===== config.mk =====
export PLATFORM = sky130hd
export DESIGN_NAME = bit_thin_row
export DESIGN_NICKNAME = d
export VERILOG_FILES = /design/src/hw/rtl/bit_thin_row.sv
export SDC_FILE = /design/constraint.sdc
export NUM_CORES = 1
export LEC_CHECK = 0
export ABC_AREA = 0
export BUFFER_PORTS_ARGS = -buffer_cell sky130_fd_sc_hd__buf_4
export CORE_MARGIN = 2
export CORE_UTILIZATION = 55
export DETAILED_ROUTE_END_ITERATION = 12
export PLACE_DENSITY = 0.77
export SYNTH_ARGS = -nofsm -noshare
export SYNTH_HDL_FRONTEND = slang
export SYNTH_SLANG_ARGS = --single-unit

===== constraint.sdc =====
create_clock -name vclk -period 4.25
set_input_delay 0.2125 -clock vclk [all_inputs]
set_output_delay 0.2125 -clock vclk [all_outputs]
set_load 0.01 [all_outputs]

===== src/hw/rtl/bit_thin_row.sv =====
// ----------------------------------------------------------------------------
// bit_thin_row
// Zhang-Suen test of a whole row against the rows above and below it.
// ----------------------------------------------------------------------------
`default_nettype none
module bit_thin_row (
  input  wire logic [63:0] up_i,
  input  wire logic [63:0] mid_i,
  input  wire logic [63:0] dn_i,
  input  wire logic [63:0] colmask_i,
  input  wire logic        step_i,
  output logic [63:0]      mark_o
);
  always_comb begin
    logic [7:0] p;
    logic [3:0] cnt;
    logic [3:0] tr;
    mark_o = '0;
    for (int c = 1; c < 63; c++) begin
      p[0] = up_i[c];   p[1] = up_i[c+1]; p[2] = mid_i[c+1]; p[3] = dn_i[c+1];
      p[4] = dn_i[c];   p[5] = dn_i[c-1]; p[6] = mid_i[c-1]; p[7] = up_i[c-1];
      cnt = '0;
      tr  = '0;
      for (int i = 0; i < 8; i++) begin
        cnt = cnt + 4'(p[i]);
        tr  = tr + 4'(!p[i] && p[(i + 1) % 8]);
      end
      mark_o[c] = mid_i[c] && colmask_i[c] && (tr == 4'd1) && (cnt >= 4'd2)
                  && (cnt <= 4'd6)
                  && (step_i ? (!(p[0] & p[2] & p[6]) && !(p[0] & p[4] & p[6]))
                             : (!(p[0] & p[2] & p[4]) && !(p[2] & p[4] & p[6])));
    end
  end
endmodule
`default_nettype wire


; ---- Word level (Yosys, flattened, before mapping)
; Cells that the tools add are included.
[totals]
regBits = 0
wordCells = 2798
[classes]
n_addsub = 868
magnitude_cmp = 124
eq_ne = 62
n_mux = 62
n_bitwise = 434
reduce_logical = 1248
[ops]
columns = cell, count
row1 = adder 4 x 1 -> 4 bit, 496
row2 = logical AND 1 bit, 808
row3 = adder 3 x 1 -> 4 bit, 124
row4 = zero test 1 bit, 440
row5 = AND 1 bit, 434
row6 = adder 2 x 1 -> 3 bit, 124
row7 = adder 1 x 1 -> 2 bit, 124
row8 = equality test 4 x 1 -> 1 bit (second input constant), 62
row9 = greater-or-equal comparator 4 x 2 -> 1 bit (second input constant), 62
row10 = less-or-equal comparator 4 x 3 -> 1 bit (second input constant), 62
row11 = two-way mux 1 bit, 62

; ---- Logic depth before layout (Yosys ltp)
[logic_depth]
ltp_word = 14
ltp_mapped = 14

; ---- Worst setup path after synthesis
; OpenSTA, ideal clock, no wires.
[synth_path]
path_type = input-to-output
from = in mid_i[61]
to = out mark_o[60]
t_arrival_ns = 3.825
path_slack_ns = 0.212
cell_stages = 13
path_buffers = 1
cell_sequence = clkbuf_1 -> inv_1 -> nor2_1 -> fa_1 -> fa_1 -> fa_1 -> ha_1 -> inv_1 -> fa_1 -> nand4_1 -> a41oi_1 -> o21ai_0 -> a2111oi_0
[synth_via]
elab_chain_cells = 13
[synth_lines]
columns = item, line
row1 = from (decl), 8  ; input wire logic [63:0] mid_i,
row2 = logical AND 1 bit / zero test 1 bit (equally long branches), 26  ; tr = tr + 4'(!p[i] && p[(i + 1) % 8]);
row3 = adder 1 x 1 -> 2 bit / logical AND 1 bit (equally long branches), 26
row4 = adder 2 x 1 -> 3 bit, 26
row5 = adder 3 x 1 -> 4 bit, 26
row6 = adder 4 x 1 -> 4 bit (4 in series), 26
row7 = equality test 4 x 1 -> 1 bit, 28  ; mark_o[c] = mid_i[c] && colmask_i[c] && (tr == 4'd1) && (cnt >= 4'd2)
row8 = logical AND 1 bit (2 in series), 28
row9 = logical AND 1 bit, 29  ; && (cnt <= 4'd6)
row10 = logical AND 1 bit (*), 30  ; && (step_i ? (!(p[0] & p[2] & p[6]) && !(p[0] & p[4] & p[6]))
row11 = to (decl), 12  ; output logic [63:0] mark_o
; Mark *: on every way between the ends. The rest lies on a longest branch, timed or not.

; ---- Worst setup path after layout
[layout_path]
from = in up_i[17]
to = out mark_o[18]
[layout_via]
elab_chain_cells = 8
[layout_lines]
columns = item, line
row1 = from (decl), 7  ; input wire logic [63:0] up_i,
row2 = logical AND 1 bit / zero test 1 bit (equally long branches), 26
row3 = adder 4 x 1 -> 4 bit / logical AND 1 bit (equally long branches), 26
row4 = adder 4 x 1 -> 4 bit, 26
row5 = equality test 4 x 1 -> 1 bit, 28
row6 = logical AND 1 bit (2 in series), 28
row7 = logical AND 1 bit (*), 29
row8 = logical AND 1 bit (*), 30
; Marks and branches as above.

==> reports/metrics.cfg <==
[run_status]
outcome=completed

[place]
numPortBuffers=317
place_congestion=0.945
dp_hpwl_mm=60.2

[setup_path]
arrival_ps=3940
path_max_fanout=6
critical_path_class=in -> out
required_ps=4040
path_cells=buf_4, inv_1, ha_1, fa_1, inv_1, fa_1, fa_1, inv_1, ha_2, inv_1, fa_1, a2111oi_4, a21oi_1, a2111oi_2, buf_4
critPathLaunchType=input port
crit_slowest_cell=fa_1
slowest_delay_ps=530
end_kind=primary output

[routing]
dr.first_iter.drc_count=1228
wl_per_cell_um=16.9
vias=23000
ant_nets=0
viasPerCell=5.66
dr.pass1.iters=7
wl_mm=68.7
route.detailed.drc=0

[flow_run]
cap_violations=0

[global_routing]
grt_usage_pct=28.2
grt-busiest-layer=met2
grt_max_degree=66
grt_overflow_total=0
met3_usage_pct=2.39
gr-usage-met2_pct=51.7
met1_usage_pct=35.6
grt_first_pass_wirelength_mm=114
grt_pass1_vias=24700
antenna_found_initial=5

[synth]
seq_area_frac_synth_pct=0
ys_warn_count=0
synth-xor-area-share_pct=0.576
synthDistinctLibCells=52
synthMuxAreaShare_pct=1.83
synthTopCellsByArea=fa_1 (38%), ha_1 (21%), inv_1 (12%)
synth_area_leader_cell=fa_1
synth-adder-area-share_pct=59.3
synthSimpleGateAreaFrac_pct=11.0
synth-compound-area-share_pct=14.3
synth_top_family_by_area=adder cells
synth_cells=2996
syn_area_sq_mm=0.0258
netlist.area_leader.share_pct=38.1
syn_area_per_cell_sq_um=8.63

[timing]
setup_viol=0
hold_viol=0
fmax_ghz=0.241
period_minus_slack_ps=4160
slew_headroom_pct=59.6
worst_pin_slew_ps=606
hold_ws_ps=737
fin_crit_sh_pct=97.8
final-max-slew-violation-count=0
grt_setup_unrepaired=yes

[floorplanning]
die_y_um=221
start_util_pct=55.6
chipWidth_um=221
ios=321
coreArea_sq_mm=0.0465
rows=79
die_area_sq_mm=0.0487

[clock_network]
hold_buffers=0

[power_and_ir_drop]
p_leak_uw=0.0155
power_uw=6650
vdd_ir_drop_max_mv=0.170
p_per_area_mw_per_mm2=216

[final_layout]
drive_gt1_share_pct=17.5
layout_commonest_cell=inv_1
synthToLayoutAreaGrowth_pct=18.8
final_cell_mix=inv_1 (834), fa_1 (484), buf_4 (479)
regArea_sq_um=0
seq_cells=0
layout.nets=4647
clock_buffers=0

[min_path]
holdCritPathClass=in -> out

layout make-up:
type / count / area (sq um)
diodes: 3 / 7.51
fillers: 3838 / 15800
inverters: 850 / 3220
multi-input cells: 2117 / 23000
well taps: 607 / 759
repair buffers: 491 / 3750
synthesized netlist by cell type (4+ instances only):
master	number
a2111oi_0	59
nand4_1	43
nor3b_1	46
o311ai_0	8
clkbuf_1	13
a211oi_1	78
o211ai_1	59
a21oi_1	101
nand2_1	71
buf_4	4
nor3_1	10
ha_1	438
and4_1	21
o21ai_0	65
mux2i_1	35
o31ai_1	42
nand2b_1	14
nor2b_1	51
fa_1	492
a41oi_1	15
xor2_1	10
a21o_1	7
buf_2	13
a311o_1	4
a31oi_1	54
xnor2_1	7
inv_1	849
nor2_1	302
a2111oi_1	5
a221oi_1	17
mux2_2	11
nand3_1	10
a22o_1	5
nand3b_1	11
critical path: cells and delay by family:
family	cells	cell delay, ps
compound gates	3	770
buf+inv	6	600
fa+ha+maj	6	2340
final timing paths:
| check | startpoint | end | cells past startpoint |
|---|---|---|---|
| max | up_i[17] | mark_o[18] | 15 |
| min | up_i[11] | mark_o[11] | 3 |
where the power goes:
part,internal (uW),switching [uW]
Clock,0.0000946,0
Sequential,0,0
Combinational,3020,3630
Total,3020,3630
logic make-up after synthesis:
family | count (synthesis)
adder cells (fa/ha/maj) | 930
buffers and inverters | 880
AND/OR/NAND/NOR | 587
AO/OA/AOI/OAI | 535
multiplexers | 46
XOR/XNOR | 17
other | 1
metrics by stage:
step / setup TNS (ps) / util, % / cells / cell area [sq um] / setup slack (ps)
3_3_place_gp: -232 / 64.7 / 4051 / 30100 / -146
2_1_floorplan: 0 / - / 2997 / 25800 / 212
4_1_cts: 0 / 64.8 / 4051 / 30100 / 12.7
6_report: 0 / 66.1 / 4068 / 30700 / 94.1
3_5_place_dp: -419 / 64.7 / 4051 / 30100 / -193
5_1_grt: -379 / 66.1 / 4067 / 30700 / -112
routing by layer:
| layer | wire length, um | up-vias | part of all wire, % |
|---|---|---|---|
| li1 | - | 10800 | - |
| met3 | 3330 | 129 | 4.8 |
| met4 | 1990 | 2 | 2.9 |
| met5 | 8 | - | 0.012 |
| met1 | 27900 | 11500 | 41 |
| met2 | 35400 | 603 | 52 |
repair_timing:
item                                    4_1_cts  5_1_grt
setup buffers                                 0       16
resized for setup                            14      156
pin swaps                                     0       55
endpoints found under the setup margin        6       44
(Power assumes the default switching activity.)
