--- config.mk ---
export PLATFORM = sky130hd
export DESIGN_NAME = bit_row_cell
export DESIGN_NICKNAME = d
export VERILOG_FILES = /design/src/hw/rtl/bit_pkg.sv /design/src/hw/rtl/bit_row_cell.sv
export SDC_FILE = /design/constraint.sdc
export NUM_CORES = 1
export LEC_CHECK = 0
export CAP_MARGIN = 20
export CORE_MARGIN = 3
export CORE_UTILIZATION = 55
export DETAILED_ROUTE_END_ITERATION = 10
export DONT_BUFFER_PORTS = 1
export PLACE_DENSITY_LB_ADDON = 0.08
export SETUP_SLACK_MARGIN = 0.5
export SYNTH_ARGS = -nofsm -noshare
export SYNTH_HDL_FRONTEND = slang
export SYNTH_SLANG_ARGS = --single-unit
--- constraint.sdc ---
create_clock -name clk_i -period 3.35 [get_ports clk_i]
set_input_delay 0.335 -clock clk_i [delete_from_list [all_inputs] [get_ports clk_i]]
set_output_delay 0.335 -clock clk_i [all_outputs]
set_load 0.05 [all_outputs]
--- src/hw/rtl/bit_pkg.sv ---
// ----------------------------------------------------------------------------
// bit_pkg
// Shared types and constants for the binary image thinning block.
// ----------------------------------------------------------------------------
`default_nettype none
package bit_pkg;
  localparam int unsigned DimW = 7;
  localparam int unsigned RowW = 64;
  localparam int unsigned IdxW = 6;

  // register indexes on the configuration channel
  localparam logic CfgWidth  = 1'b0;
  localparam logic CfgHeight = 1'b1;

  typedef enum logic [2:0] {
    ST_LOAD,
    ST_SWEEP,
    ST_NEXT,
    ST_EMIT
  } state_e;

  // control handed to every cell of the chain
  typedef struct packed {
    logic load;
    logic shift;
  } cell_ctl_t;
endpackage
`default_nettype wire

--- src/hw/rtl/bit_row_cell.sv ---
// ----------------------------------------------------------------------------
// bit_row_cell
// One row of the image. Rows rotate upward through the chain; the row at the
// chain head is tested against its two neighbors outside the cell.
// ----------------------------------------------------------------------------
`default_nettype none
module bit_row_cell (
  input  wire logic               clk_i,
  input  wire bit_pkg::cell_ctl_t ctl_i,
  input  wire logic [63:0]        load_row_i,
  input  wire logic [63:0]        next_row_i,
  output logic [63:0]             row_o
);
  logic [63:0] row_q;
  always_ff @(posedge clk_i) begin
    if (ctl_i.load) begin
      row_q <= load_row_i;
    end else if (ctl_i.shift) begin
      row_q <= next_row_i;
    end
  end
  assign row_o = row_q;
endmodule
`default_nettype wire

* After elaboration in Yosys (flattened, before gate mapping)
Cells that the tools add are included.
** Word-level totals
- Bits in registers :: 64
- Bits in latches :: 0
- RAM bits :: 0
- Bits in read-only memories :: 0
- Bits of input ports :: 131
- Output and inout port bits :: 64
- Memories :: 0
** Cells by class
- $add $sub $neg :: 0
- $mul :: 0
- Divide/modulo/power cells :: 0
- Magnitude comparators :: 0
- Equality and inequality tests :: 0
- Shift operators :: 0
- Multiplexer cells :: 2
- Bitwise logic cells :: 0
- Reductions and logical operators :: 1
** Operator list (number)
- 64-bit two-way mux :: 2
- 2-bit nonzero test :: 1

* Logic depth before layout (Yosys ltp)
Gate-level depths: netlist of the first run.
- Depth in word-level cells :: 2
- Mapped depth :: 3
- Mapped depth without buffers :: 1

* Worst setup path after synthesis of the first run
OpenSTA, ideal clock, no wires.
- Kind :: input-to-reg
- From :: input port ctl_i[1] in the netlist's numbering
- To :: register row_q[0], in the netlist row_o[0], enable pin
- Library setup time :: 426 ps
- Arrival :: 2084 ps
- Required time :: 2924 ps
- Path slack :: 841 ps
- Stages :: 3
- Cell sequence :: buf_6 > buf_6 > or2_1
** On the way
- Cells in the longest elaborated chain, start to end :: 1
** RTL lines
- start: declaration :: RTL line bit_row_cell.sv:9 : input wire bit_pkg::cell_ctl_t ctl_i,
- 2-bit nonzero test (no line)
- end signal: assignment :: RTL line bit_row_cell.sv:17 : row_q <= load_row_i;
- end signal: assignment :: RTL line bit_row_cell.sv:19 : row_q <= next_row_i;
- end: declaration :: RTL line bit_row_cell.sv:14 : logic [63:0] row_q;
Every way passes these cells.
A chain may end at the register's enable or synchronous reset.

* Worst setup path in the final report of the first run
- From :: input port ctl_i[1] in the netlist's numbering
- To :: register row_q[29], in the netlist row_o[29], enable pin
The elaborated chain is that of the path after synthesis.

==> results.json, run 1 <==
{
  "status": "finished clean",
  "grt_pass1_vias": 1372,
  "antenna_found_initial": 0,
  "hold_violations": 0,
  "setup_viol": 0,
  "io_buffers": 0,
  "drt-initial-drc-count": 46,
  "dieArea_sq_mm": 0.00619,
  "syn_area_sq_mm": 0.00291,
  "start_util_pct": 59.2,
  "critical_path.top_delay_family": "simple AND/OR/NAND/NOR gates",
  "p_seq_share_pct": 63.0,
  "first_pass_iters": 3,
  "fp.dieW_um": 78.7,
  "cts_made_buffers": 9,
  "cp_data_required_time_ns": 3.33,
  "crit_fanout": 65,
  "ant_nets": 0,
  "dpl_cell_area_sq_mm": 0.00292,
  "max_freq_mhz": 689,
  "cp.arrival_ns": 1.43,
  "synth_nets": 267,
  "largest_reg_flops": 64,
  "num_io_pins": 195,
  "highest_layer": "met4",
  "cts_root_buffer": "clkbuf_8",
  "start_kind": "input port",
  "route.met2.wl_um": 2930,
  "gp_congestion": 0.711,
  "clkTransAtPathRegs_ns": 0.06,
  "track_usage_pct": 17.1,
  "core_sq_mm": 0.00491,
  "diodes": 0,
  "power.leakage_nw": 1.22,
  "grt_pass1_wl_um": 7400,
  "p_switching_w": 0.000637,
  "routedWlPerCell_um": 25.4,
  "p_int_w": 0.00149,
  "power-per-cell-area_mw_per_mm2": 681,
  "hold_buffers": 0,
  "syn_to_final_growth_pct": 7.67,
  "synth_seq_cells": 64,
  "finalNetCount": 272,
  "cpPeakStageDelay_ns": 0.57,
  "min_period_over_period_pct": 43.3,
  "criticalPathCategory": "in2reg",
  "synth_area_per_cell_sq_um": 21.4,
  "finalWirelength_um": 5420,
  "hold_path.class": "in2reg",
  "crit_buf_inv": 1,
  "drv_cap": 0,
  "p_comb_share_pct": 5.4,
  "layout-drive-gt1-share_pct": 53.4,
  "irDropWorstVdd_mv": 0.361,
  "wl_met3_um": 628,
  "grt_max_degree": 66,
  "netSwitchingFraction_pct": 29.9,
  "cts_tree": "yes",
  "postCtsSetupBuffers": 0,
  "fin_util_pct": 63.7,
  "drc": 0,
  "cts_buffer_depth": 2,
  "max_slew.worst_pin.slew_ns": 0.721,
  "clock_sinks": 64,
  "stdcell_area_sq_mm": 0.00313,
  "std_cell_rows": 25,
  "path_cells": "or2_2 > buf_4",
  "post_drt_via_cell_ratio": 5.74,
  "ys_seq_area_share_pct": 66.1,
  "htree_levels": 3,
  "wl_met1_um": 1720,
  "routed-via-count": 1223,
  "power_frac_clock_pct": 31.6,
  "fin_crit_ns": 1.45,
  "ctsResizeCount": 0,
  "overflow": 0,
  "relSlewSlack_pct": 51.9,
  "rsz0062_at_grt": "no",
  "synth_warnings": 0,
  "ys_types": 6,
  "slew_violations": 0,
  "die_h_um": 78.7,
  "cpMaxStageDelayCell": "or2_2",
  "setup_tns_ns": 0,
  "synthCells": 136,
  "crit_path_end_kind": "flop"
}
-- power by group through the flow --
stage	Clock [W]	Sequential (W)	Combinational (W)
after floorplan	0	0.00134	0.000125
after global placement	0	0.00136	0.000113
after detailed placement	0	0.00136	0.000118
after CTS	0.000696	0.00135	0.000117
after global routing	0.000735	0.00135	0.000122
final	0.000674	0.00134	0.000114
-- synthesized netlist by cell type --
master / n / area, sq um
edfxtp_1: 64 / 1920
mux2_4: 49 / 736
buf_2: 1 / 5.00
buf_6: 6 / 67.6
mux2_2: 15 / 169
or2_1: 1 / 6.26
-- cell usage in the layout (no fill, tap or decap), drive strengths merged --
cell / instances
mux2: 64
bufinv: 2
buf: 1
clkinv: 2
edfxtp: 64
clkbuf: 12
or2: 1
-- routing by layer --
layer	track usage (%)	vias to the layer above
li1	-	543
met5	0	-
met2	29.0	110
met1	16.0	560
met4	10.8	0
met3	8.72	10
-- logic make-up (layout without fill, tap and decap cells) --
| group | after synthesis | in the layout | share of synthesized area, % |
|---|---|---|---|
| muxes | 64 | 64 | 31.1 |
| and+or+nand+nor | 1 | 1 | 0.215 |
| buffers and inverters | 7 | 17 | 2.50 |
| DFF | 64 | 64 | 66.1 |
-- worst paths after layout --
check / endpoint / startpoint / slack, ns / cells after the start
max: row_o[29] / ctl_i[1] / 1.90 / 2
min: row_o[31] / load_row_i[31] / 0.22 / 1
-- final cells by class --
| class | instances | area, sq um |
|---|---|---|
| Clock buffer | 12 | 135 |
| Sequential cell | 64 | 1920 |
| Timing Repair Buffer | 1 | 7.51 |
| Clock inverter | 4 | 68.8 |
| Fill cell | 361 | 1780 |
| Multi-Input combinational cell | 65 | 911 |
| Tap cell | 67 | 83.8 |
-- stage by stage --
step	setup slack, ns	hold slack, ns	total power, W	std cells
global placement	1.60	0.553	0.00147	197
global route	1.83	0.197	0.00221	213
CTS	1.89	0.204	0.00216	213
finish	1.90	0.225	0.00213	213
detailed placement	1.55	0.555	0.00148	197
floorplan	0.841	0.552	0.00147	136
Power figures use the tool's default switching activity.
==> run 2: changes to the inputs <==
ABC_AREA = 1   (was not set)
clock period = 1.3 ns   (was 3.35 ns; I/O delays follow)
==> run 2 against run 1 <==
The flow now stops in clock tree synthesis; synthesized area down 5.2%; synthesized cell count up 99%.
==> results.json, run 2 <==
{
  "htree_levels": 3,
  "clock_sinks": 64,
  "io_buffers": 0,
  "cts_made_buffers": 9,
  "cts_root_buffer": "clkbuf_8",
  "die_h_um": 76.8,
  "synth_warnings": 0,
  "syn_area_sq_mm": 0.00276,
  "ys_async_sr_fraction_pct": 0,
  "synth_nets": 402,
  "netlist_top_cells_area": "edfxtp_1 (70%), nand2_1 (26%), buf_6 (2.5%)",
  "status": "did not finish",
  "synth_common_cells": "nand2_1 (192), edfxtp_1 (64), buf_2 (7)",
  "ys_seq_area_share_pct": 69.8,
  "num_io_pins": 195,
  "cts_buffer_depth": 2,
  "synth_flop_cell": "edfxtp_1",
  "lastStage": "clock tree synthesis",
  "start_util_pct": 57.6,
  "postCtsSetupBuffers": 0,
  "ys_types": 6,
  "gp_congestion": 0.757,
  "synth_seq_cells": 64,
  "fp.dieW_um": 76.8,
  "dp_hpwl_um": 3960,
  "hold_buffers": 101,
  "std_cell_rows": 25,
  "ctsResizeCount": 1,
  "firstError": "[ERROR RSZ-0060] Max buffer count reached.",
  "synth_top_area_share_pct": 69.8,
  "synthCells": 271,
  "synth_area_per_cell_sq_um": 10.2,
  "yosysMostFrequentCell": "nand2_1",
  "synth_edf_count": 64,
  "yosysTopAreaCell": "edfxtp_1"
}
==> run 2: cell types whose count changed after synthesis, sizes merged <==
cell	change
nand2	+192
mux2	-64
buf	+6
inv	+1
==> run 2: per-stage QoR <==
step	instances	cell area, sq um	setup slack (ns)	hold slack [ns]	utilization [%]
3_3_place_gp	326	2760	0.0936	0.310	57.6
3_5_place_dp	326	2760	0.0694	0.313	57.6
2_1_floorplan	271	2770	0.150	0.309	-
==> run 2: logic make-up after synthesis <==
kind of cell | synth area share (%)
buf+inv | 3.86
simple gates | 26.4
flops | 69.8
==> run 3: changes to the inputs <==
CORE_UTILIZATION = 40   (was 55)
PLACE_DENSITY_LB_ADDON = 0.15   (was 0.08)
SETUP_SLACK_MARGIN = not set   (was 0.5)
clock period = 1.7 ns   (was 1.3 ns; I/O delays follow)
==> run 3 against run 2 <==
The run now ends clean; synthesized area unchanged; synthesized cell count did not move.
==> results.json, run 3 <==
{
  "overflow": 0,
  "clkTransAtPathRegs_ns": 0.07,
  "setup_tns_ns": 0,
  "ys_async_sr_fraction_pct": 0,
  "power.leakage_nw": 1.33,
  "synthCells": 271,
  "rsz0062_at_grt": "no",
  "max_freq_mhz": 862,
  "cp.arrival_ns": 0.99,
  "slew_violations": 0,
  "post_drt_via_cell_ratio": 4.91,
  "routed-via-count": 1734,
  "synth_edf_count": 64,
  "ys_seq_area_share_pct": 69.8,
  "syn_area_sq_mm": 0.00276,
  "clock_sinks": 64,
  "hold_violations": 0,
  "min_period_over_period_pct": 68.2,
  "synth_top_area_share_pct": 69.8,
  "cts_buffer_depth": 2,
  "stdcell_area_sq_mm": 0.00295,
  "largest_reg_flops": 64,
  "max_slew.worst_pin.slew_ns": 0.504,
  "track_usage_pct": 13.9,
  "ys_types": 6,
  "diodes": 0,
  "drt-initial-drc-count": 61,
  "layout_common_cells": "nand2_1 (192), edfxtp_1 (64), clkbuf_8 (9)",
  "std_cell_rows": 29,
  "yosysTopAreaCell": "edfxtp_1",
  "synth_warnings": 0,
  "fp.dieW_um": 89.0,
  "core_sq_mm": 0.00649,
  "drv_cap": 0,
  "io_buffers": 0,
  "first_pass_iters": 4,
  "drc": 0,
  "dpl_cell_area_sq_mm": 0.00279,
  "die_h_um": 89.0,
  "hold_buffers": 0,
  "grt_pass1_vias": 1504,
  "synth_common_cells": "nand2_1 (192), edfxtp_1 (64), buf_2 (7)",
  "yosysMostFrequentCell": "nand2_1",
  "ant_nets": 0,
  "synth_seq_cells": 64,
  "antenna_found_initial": 0,
  "cts_tree": "yes",
  "crit_path_end_kind": "primary output",
  "hold_path.class": "in2reg",
  "netlist_top_cells_area": "edfxtp_1 (70%), nand2_1 (26%), buf_6 (2.5%)",
  "crit_fanout": 1,
  "finalNetCount": 402,
  "fin_crit_ns": 1.16,
  "synth_area_per_cell_sq_um": 10.2,
  "dp_hpwl_um": 4120,
  "postCtsSetupBuffers": 0,
  "grt_pass1_wl_um": 7900,
  "syn_to_final_growth_pct": 6.90,
  "status": "finished clean",
  "htree_levels": 3,
  "cp_data_required_time_ns": 1.53,
  "gp_congestion": 0.770,
  "relSlewSlack_pct": 66.5,
  "finalWirelength_um": 5780,
  "criticalPathCategory": "reg2out",
  "synth_flop_cell": "edfxtp_1",
  "layout-drive-gt1-share_pct": 5.80,
  "cts_made_buffers": 9,
  "fill_cells": 615,
  "start_util_pct": 42.4,
  "final_common_cell": "nand2_1",
  "ctsResizeCount": 0,
  "num_io_pins": 195,
  "power-per-cell-area_mw_per_mm2": 1320,
  "grt_max_degree": 67,
  "routedWlPerCell_um": 16.4,
  "irDropWorstVdd_mv": 0.506,
  "synth_nets": 402,
  "start_kind": "flop",
  "dieArea_sq_mm": 0.00792,
  "setup_viol": 0,
  "cts_root_buffer": "clkbuf_8"
}
==> run 3: cell counts after synthesis <==
Identical to the previous run, type by type.
==> run 3: power breakdown <==
group | internal (W) | leakage, nW | switching [W]
registers | 0.00196 | 0.659 | 0.000685
clock network | 0.000521 | 0.0778 | 0.000535
logic | 0.0000661 | 0.589 | 0.000120
==> run 3: final cells by class <==
class | count | area (sq um) | share of cell area [%]
clock buffer | 12 | 135 | 4.59
multi-input combinational | 193 | 727 | 24.7
tap | 77 | 96.3 | 3.27
timing repair buffer | 2 | 40.0 | 1.36
inverter | 1 | 3.75 | 0.127
sequential | 64 | 1920 | 65.3
clock inverter | 4 | 21.3 | 0.722
==> run 3: cells by family after synthesis <==
kind of cell,Yosys count,synth area share [%]
flops,64,69.8
simple gates,193,26.4
buf+inv,14,3.86
==> run 3: final timing paths <==
kind                        from         to  slack [ns]  depth (start not counted)
setup / recovery       row_o[29]  row_o[29]        0.54                          0
hold / removal    next_row_i[29]  row_o[29]        0.02                          2
==> run 3: stage by stage <==
step | total power (W) | util, % | setup WS (ns) | hold slack (ns) | std cells
6_report | 0.00388 | 45.3 | 0.540 | 0.0249 | 353
3_3_place_gp | 0.00287 | 42.9 | 0.692 | 0.355 | 337
3_5_place_dp | 0.00287 | 42.9 | 0.688 | 0.354 | 337
5_1_grt | 0.00407 | 45.3 | 0.502 | 0.00360 | 353
2_1_floorplan | 0.00282 | - | 0.169 | 0.349 | 271
4_1_cts | 0.00394 | 45.3 | 0.524 | 0.00531 | 353
==> run 3: metal layers <==
layer / track usage (%) / part of all wire, %
met2: 23.3 / 50
met5: 0 / 0
met4: 7.44 / 1.4
met1: 15.2 / 36
met3: 5.53 / 12
